File: config.mk
export PLATFORM = sky130hd
export DESIGN_NAME = sorted_priority_queue
export DESIGN_NICKNAME = d
export VERILOG_FILES = /design/src/rtl/spq_pkg.sv /design/src/rtl/spq_cell.sv /design/src/rtl/sorted_priority_queue.sv
export SDC_FILE = /design/constraint.sdc
export NUM_CORES = 2
export LEC_CHECK = 0
export BUFFER_PORTS_ARGS = -buffer_cell sky130_fd_sc_hd__buf_2
export CELL_PAD_IN_SITES_DETAIL_PLACEMENT = 1
export CELL_PAD_IN_SITES_GLOBAL_PLACEMENT = 2
export CORE_MARGIN = 4
export CORE_UTILIZATION = 43
export CTS_BUF_LIST = sky130_fd_sc_hd__clkbuf_4 sky130_fd_sc_hd__clkbuf_8
export CTS_CLUSTER_DIAMETER = 50
export CTS_CLUSTER_SIZE = 40
export DETAILED_ROUTE_END_ITERATION = 7
export MAX_ROUTING_LAYER = met4
export PLACE_DENSITY_LB_ADDON = 0.1
export SETUP_SLACK_MARGIN = 0.1
export SKIP_LAST_GASP = 1
export SLEW_MARGIN = 20
export SYNTH_ARGS = -nofsm -noshare
export SYNTH_HDL_FRONTEND = slang
export SYNTH_HIERARCHICAL = 1
export SYNTH_SLANG_ARGS = --single-unit
File: constraint.sdc
create_clock -name clk -period 6.7 [get_ports clk]
set_input_delay 1.34 -clock clk [delete_from_list [all_inputs] [get_ports clk]]
set_output_delay 1.34 -clock clk [all_outputs]
set_load 0.05 [all_outputs]
File: src/rtl/spq_pkg.sv
// ----------------------------------------------------------------------------
// spq_pkg: shared definitions of the sorted priority queue
// Sizes, operation and status codes, and the control struct of a cell.
// ----------------------------------------------------------------------------
package spq_pkg;

    localparam int DEPTH        = 16;
    localparam int KEY_BITS     = 16;
    localparam int PAYLOAD_BITS = 16;
    localparam int CNT_BITS     = $clog2(DEPTH + 1);

    localparam logic KIND_INSERT = 1'b0;
    localparam logic KIND_POP    = 1'b1;

    localparam logic [1:0] ST_OK        = 2'd0;
    localparam logic [1:0] ST_POP_EMPTY = 2'd1;
    localparam logic [1:0] ST_FULL      = 2'd2;

    typedef struct packed {
        logic ins;
        logic pop;
    } cell_ctrl_t;

endpackage

File: src/rtl/spq_cell.sv
// ----------------------------------------------------------------------------
// spq_cell: one slot of the sorted queue
// Holds a key and payload and, on each operation, keeps them, loads the new
// entry, or takes the entry of its upper or lower neighbor.
// ----------------------------------------------------------------------------
module spq_cell
    import spq_pkg::*;
(
    input  logic                    clk,
    input  cell_ctrl_t              ctrl,
    input  logic                    head_cell,
    input  logic                    occupied,
    input  logic                    prev_flag,
    input  logic [KEY_BITS-1:0]     prev_key,
    input  logic [PAYLOAD_BITS-1:0] prev_payload,
    input  logic [KEY_BITS-1:0]     next_key,
    input  logic [PAYLOAD_BITS-1:0] next_payload,
    input  logic [KEY_BITS-1:0]     new_key,
    input  logic [PAYLOAD_BITS-1:0] new_payload,
    output logic                    place_flag,
    output logic [KEY_BITS-1:0]     key_out,
    output logic [PAYLOAD_BITS-1:0] payload_out,
    output logic [KEY_BITS-1:0]     key_next_out
);

    logic [KEY_BITS-1:0]     key_reg;
    logic [KEY_BITS-1:0]     key_next;
    logic [PAYLOAD_BITS-1:0] payload_reg;
    logic [PAYLOAD_BITS-1:0] payload_next;

    // The new entry belongs at or above this slot. The head slot yields only
    // to a strictly greater key; the others also yield on a tie.
    assign place_flag = !occupied
                        || (head_cell ? (key_reg < new_key) : (key_reg <= new_key));

    always_comb
    begin
        key_next     = key_reg;
        payload_next = payload_reg;
        priority if (ctrl.pop)
        begin
            key_next     = next_key;
            payload_next = next_payload;
        end
        else if (ctrl.ins && prev_flag)
        begin
            key_next     = prev_key;
            payload_next = prev_payload;
        end
        else if (ctrl.ins && place_flag)
        begin
            key_next     = new_key;
            payload_next = new_payload;
        end
        else
        begin
            key_next     = key_reg;
            payload_next = payload_reg;
        end
    end

    always_ff @(posedge clk)
    begin
        key_reg     <= key_next;
        payload_reg <= payload_next;
    end

    assign key_out      = key_reg;
    assign payload_out  = payload_reg;
    assign key_next_out = key_next;

endmodule

File: src/rtl/sorted_priority_queue.sv
// ----------------------------------------------------------------------------
// sorted_priority_queue: max-priority queue kept in sorted order
// A row of cells holds the entries in descending key order with the head in
// the first cell; inserts and pops shift the whole row at once.
// ----------------------------------------------------------------------------
//  channel  direction  handshake             fields
//  input    in         in_valid / in_ready   kind, key, payload
//  output   out        out_valid / out_ready popped_*, status, head_*, count
//
//  On each transfer every cell compares and shifts at once.
//  The result is held in an output register; a new item is taken in the
//  same cycle that the held result is taken, so the rate is one per cycle
//  while the output is not stalled. Reset empties the queue and drops any
//  held result. A stalled output holds in_ready low until the result is taken.
// ----------------------------------------------------------------------------
module sorted_priority_queue
    import spq_pkg::*;
(
    input  logic                    clk,
    input  logic                    rst_n,
    input  logic                    in_valid,
    output logic                    in_ready,
    input  logic                    kind,
    input  logic [KEY_BITS-1:0]     key,
    input  logic [PAYLOAD_BITS-1:0] payload,
    output logic                    out_valid,
    input  logic                    out_ready,
    output logic                    popped_valid,
    output logic [KEY_BITS-1:0]     popped_key,
    output logic [PAYLOAD_BITS-1:0] popped_payload,
    output logic [1:0]              status,
    output logic                    head_valid,
    output logic [KEY_BITS-1:0]     head_key,
    output logic [CNT_BITS-1:0]     entry_count
);

    logic [CNT_BITS-1:0]     count_reg;
    logic [CNT_BITS-1:0]     count_next;
    logic                    out_valid_reg;
    logic                    popped_valid_reg;
    logic [KEY_BITS-1:0]     popped_key_reg;
    logic [PAYLOAD_BITS-1:0] popped_payload_reg;
    logic [1:0]              status_reg;
    logic [1:0]              status_next;
    logic                    head_valid_reg;
    logic [KEY_BITS-1:0]     head_key_reg;
    logic [CNT_BITS-1:0]     entry_count_reg;

    logic       accept;
    logic       is_empty;
    logic       is_full;
    cell_ctrl_t ctrl;

    logic [DEPTH-1:0]        flag;
    logic [KEY_BITS-1:0]     cell_key [DEPTH];
    logic [PAYLOAD_BITS-1:0] cell_payload [DEPTH];
    logic [KEY_BITS-1:0]     cell_key_next [DEPTH];

    assign in_ready = !out_valid_reg || out_ready;
    assign accept   = in_valid && in_ready;
    assign is_empty = (count_reg == '0);
    assign is_full  = (count_reg == CNT_BITS'(DEPTH));
    assign ctrl.ins = accept && (kind == KIND_INSERT) && !is_full;
    assign ctrl.pop = accept && (kind == KIND_POP) && !is_empty;

    genvar i;
    generate
        for (i = 0; i < DEPTH; i++)
        begin : g_cell
            logic                    prev_flag_w;
            logic [KEY_BITS-1:0]     prev_key_w;
            logic [PAYLOAD_BITS-1:0] prev_payload_w;
            logic [KEY_BITS-1:0]     next_key_w;
            logic [PAYLOAD_BITS-1:0] next_payload_w;

            if (i == 0)
            begin : g_first
                assign prev_flag_w    = 1'b0;
                assign prev_key_w     = '0;
                assign prev_payload_w = '0;
            end
            else
            begin : g_mid
                assign prev_flag_w    = flag[i-1];
                assign prev_key_w     = cell_key[i-1];
                assign prev_payload_w = cell_payload[i-1];
            end

            if (i == DEPTH - 1)
            begin : g_last
                assign next_key_w     = '0;
                assign next_payload_w = '0;
            end
            else
            begin : g_inner
                assign next_key_w     = cell_key[i+1];
                assign next_payload_w = cell_payload[i+1];
            end

            spq_cell u_cell (
                .clk          (clk),
                .ctrl         (ctrl),
                .head_cell    (i == 0),
                .occupied     (CNT_BITS'(i) < count_reg),
                .prev_flag    (prev_flag_w),
                .prev_key     (prev_key_w),
                .prev_payload (prev_payload_w),
                .next_key     (next_key_w),
                .next_payload (next_payload_w),
                .new_key      (key),
                .new_payload  (payload),
                .place_flag   (flag[i]),
                .key_out      (cell_key[i]),
                .payload_out  (cell_payload[i]),
                .key_next_out (cell_key_next[i])
            );
        end
    endgenerate

    always_comb
    begin
        count_next  = count_reg;
        status_next = ST_OK;
        priority if (ctrl.ins)
        begin
            count_next = count_reg + CNT_BITS'(1);
        end
        else if (ctrl.pop)
        begin
            count_next = count_reg - CNT_BITS'(1);
        end
        else if (kind == KIND_POP)
        begin
            status_next = ST_POP_EMPTY;
        end
        else
        begin
            status_next = ST_FULL;
        end
    end

    always_ff @(posedge clk or negedge rst_n)
    begin
        if (!rst_n)
        begin
            count_reg     <= '0;
            out_valid_reg <= 1'b0;
        end
        else
        begin
            if (accept)
            begin
                count_reg     <= count_next;
                out_valid_reg <= 1'b1;
            end
            else if (out_ready)
            begin
                out_valid_reg <= 1'b0;
            end
        end
    end

    always_ff @(posedge clk)
    begin
        if (accept)
        begin
            popped_valid_reg   <= ctrl.pop;
            popped_key_reg     <= ctrl.pop ? cell_key[0] : '0;
            popped_payload_reg <= ctrl.pop ? cell_payload[0] : '0;
            status_reg         <= status_next;
            head_valid_reg     <= (count_next != '0);
            head_key_reg       <= (count_next != '0) ? cell_key_next[0] : '0;
            entry_count_reg    <= count_next;
        end
    end

    assign out_valid      = out_valid_reg;
    assign popped_valid   = popped_valid_reg;
    assign popped_key     = popped_key_reg;
    assign popped_payload = popped_payload_reg;
    assign status         = status_reg;
    assign head_valid     = head_valid_reg;
    assign head_key       = head_key_reg;
    assign entry_count    = entry_count_reg;

endmodule

# == Word-level counts from Yosys, hierarchy flattened ==
# Index checks and enable logic that the tools add are counted.
# op_classes
n_bitwise,1
eq_ne,1
addsub,2
n_mux,97
n_lt_le_gt_ge,32
reduce_logical,77
# op_table
cell,n
16-bit two-way mux,92
16-bit <= comparator,15
3-bit nonzero test,14
"4-bit by 5-bit less-than comparator with 1-bit output, first input constant",8
1-bit logical AND,21
"3-bit by 5-bit less-than comparator with 1-bit output, first input constant",4
1-bit zero test,19
1-bit logical OR,17
16-bit less-than comparator,1
"1-bit by 5-bit less-than comparator with 1-bit output, first input constant",2
"2-bit by 5-bit less-than comparator with 1-bit output, first input constant",2
5-bit two-way mux,2
2-bit nonzero test,3
"5-bit by 1-bit adder with 5-bit output, second input constant",1
"5-bit == test, second input constant",1
5-bit zero test,1
5-bit nonzero test,1
"5-bit by 1-bit subtractor with 5-bit output, second input constant",1
1-bit two-way mux,2
2-bit two-way mux,1
2-bit OR reduction,1
1-bit inverter,1
# totals
ff_bits,575
in_bits,37
elab_cells,251

# == Depth between registers and ports, before layout ==
# logic_depth
word_depth,9
ltp_mapped,13

# == Modules after synthesis ==
# The synthesis kept the hierarchy.
# by_module_without_submodules
mod,instances,cells_each,area_each_um2,seq_area_each_um2
spq_cell,16,220,2089.5,800.8
sorted_priority_queue,1,208,2845.2,1861.8

# == Worst setup path after synthesis ==
# Ideal clock, no wire load.
# synth_timing
path_type,in2reg
startpoint,input out_ready
endpoint,"register g_cell[0].u_cell.payload_reg[0], enable pin"
stages,10
t_arrival_ns,5.589
slack_ns,0.736
cell_sequence,nor2b_1 > inv_1 > nand2_1 > nor3_1 > o211a_1 > o21a_1 > a32oi_1 > buf_6 > buf_12 > nand2b_1
# synth_rtl
element,line_no,text
from (decl),sorted_priority_queue.sv:27,"input logic out_ready,"
to (signal assigned),spq_cell.sv:65,payload_reg <= payload_next;
to (decl),spq_cell.sv:28,logic [PAYLOAD_BITS-1:0] payload_reg;

# == Final worst setup path ==
# layout_timing
startpoint,input key[11]
endpoint,"register g_cell[2].u_cell.payload_reg[5], enable pin"
# layout_between
elab_chain_cells,4
elab_cells_between_ends,7
# layout_rtl
element,line_no,text
from (decl),sorted_priority_queue.sv:24,"input logic [KEY_BITS-1:0] key,"
16-bit <= comparator,spq_cell.sv:34,|| (head_cell ? (key_reg < new_key) : (key_reg <= new_key));
1-bit logical OR,spq_cell.sv:34,
named net flag[1],sorted_priority_queue.sv:54,logic [DEPTH-1:0] flag;
1-bit logical AND,spq_cell.sv:45,else if (ctrl.ins && prev_flag)
3-bit nonzero test (no line),n/a,
to (signal assigned),spq_cell.sv:65,
to (decl),spq_cell.sv:28,
# The timed path passes the listed nets, and every way through them passes these cells.
# A chain may end at the register's enable or synchronous reset.

==> flow_summary.yaml <==
status:
  status: "complete, but fails checks"
  violations: "slew limit"
clock_network:
  numCtsBuffers: 94
  cts_hold_buf: 0
  post_cts_buffers: 0
  clockBufferDepth: 3
  clock-root-buffer: "clkbuf_8"
  cts_tree: "yes"
  cts_resized: 0
  cts_max_level: 3
  clk_pin_slew_ps: 70
  cts_num_sinks: 575
  clock_latency_ps: 730
placement:
  place_congestion: 0.837
  io_buffers: 95
  dp_hpwl_mm: 83.4
critical_path:
  r2r_end: "g_cell[4].u_cell/payload_out[3]$_DFFE_PP_"
  slowest_stage: "nand2b_1"
  critPathCaptureType: "register"
  rrSetupSlack_ps: 2160
  crit_arrival_ps: 5030
  worstSetupStartpointType: "input pin"
  crit_chain: "buf_2 > buf_4 > inv_1 > ha_1 > nand4_1 > or3_4 > o41ai_4 > a31o_1 > and2_1 > or2_1 > nand2b_1"
  r2r_cells: 9
  required_ps: 7030
  timing.rr.start: "count_reg[0]$_DFFE_PN0N_"
  path_class: "input pin to register"
  max_stage_delay_ps: 730
  critPathMaxFanout: 22
timing:
  maxSlewHeadroom: -0.206
  timing.fmax_mhz: 213
  finalSetupViolations: 0
  rsz0062_at_grt: "false"
  finalCritPeriodShare: 0.702
  skew_ps: 51.0
  slew_viol_final: 34
  fin_crit_ps: 4700
  hold_viol_final: 0
  worst_slew_pin_slew_ps: 1810
  whs_ps: 436
  tns_ps: 0
pwr:
  power.density_mw_per_mm2: 404
  power_leakage_nw: 17.4
  ir_drop_mv: 0.177
floorplan:
  core_mm2: 0.0836
  fp.dieW_um: 298
  pin_count: 96
  std_cell_rows: 106
  dieArea_mm2: 0.0890
  start_util: 0.434
  chipHeight_um: 298
global_routing:
  antenna_found_initial: 2
  track_usage: 0.255
  grt_max_degree: 247
  grt_first_pass_wirelength_mm: 178
  grt_overflow: 0
  grt_pass1_vias: 30600
final_layout:
  final_cell_mix: "830 x nand2_1, 513 x mux2i_1, 313 x edfxtp_1"
  multi_input_area_mm2: 0.0197
  syn_to_final_growth_pct: 10.4
  drive_above_1_share: 0.116
  seqCellArea_mm2: 0.0147
  final_common_cell: "nand2_1"
  num-nets-final: 4126
  n_fill_cell: 9432
synth:
  synth_area_mm2: 0.0363
  synth_cells: 3726
  ys_warn_count: 6
  avgSynthCellArea_um2: 9.73
min_path:
  holdCritPathClass: "input pin to async pin"
routing:
  vias: 28600
  drc: 0
  wl_per_cell_um: 22.6
  ant_nets: 0
  totalWireLength_mm: 113
  drt-pass1-iter-count: 5
  drtIter0Drc: 1709
  vias_per_cell: 5.73
flow_run:
  cap_violations: 0
how the worst max path moves through the flow:
| stage | startpoint | to | slack, ps |
|---|---|---|---|
| floorplan | out_ready | g_cell[0].u_cell/payload_out[0]$_DFFE_PP_ | 740 |
| global placement | key[11] | g_cell[2].u_cell/payload_out[2]$_DFFE_PP_ | 1370 |
| global route | key[11] | g_cell[2].u_cell/payload_out[10]$_DFFE_PP_ | 1830 |
| finish | key[11] | g_cell[2].u_cell/payload_out[5]$_DFFE_PP_ | 2000 |
| CTS | key[11] | g_cell[2].u_cell/payload_out[5]$_DFFE_PP_ | 2050 |
| detailed placement | key[11] | g_cell[2].u_cell/payload_out[2]$_DFFE_PP_ | 1250 |
layout make-up:
cell class              instances  share of cell area
multi-input cells            2713               0.491
flip-flops and latches        575               0.366
clock buffers                 108              0.0359
well taps                    1080              0.0337
repair buffers                181              0.0296
inverters                     264              0.0247
clock inverters                70              0.0182
diodes                          2            0.000125
critical path, delay by kind of cell:
family | cells | cell delay, ps
compound gates | 2 | 500
buf+inv | 3 | 840
simple gates | 5 | 1980
fa+ha+maj | 1 | 320
where the power goes:
group	total, mW	leakage (nW)	switching [mW]	internal, mW
sequential	6.64	5.26	1.37	5.26
combinational	5.97	11.1	3.48	2.49
clock	3.56	1.07	1.75	1.80
routing by layer:
metal,global-route usage,part of all wire,up-vias
met2,0.434,0.49,487
met3,0.0259,0.027,207
met1,0.318,0.45,14200
met4,0.0897,0.036,0
li1,-,-,13800
met5,-,0,-
through the flow:
stage	util	setup WS [ps]	total power [mW]	instances	area [um^2]
3_5_place_dp	0.453	1250	12.7	4813	37900
2_1_floorplan	-	736	10.7	3805	36600
5_1_grt	0.479	1830	17.3	4993	40000
4_1_cts	0.479	2050	16.3	4991	40000
3_3_place_gp	0.453	1370	12.3	4813	37900
6_report	0.479	2000	16.2	4993	40000
(Power assumes the default switching activity.)
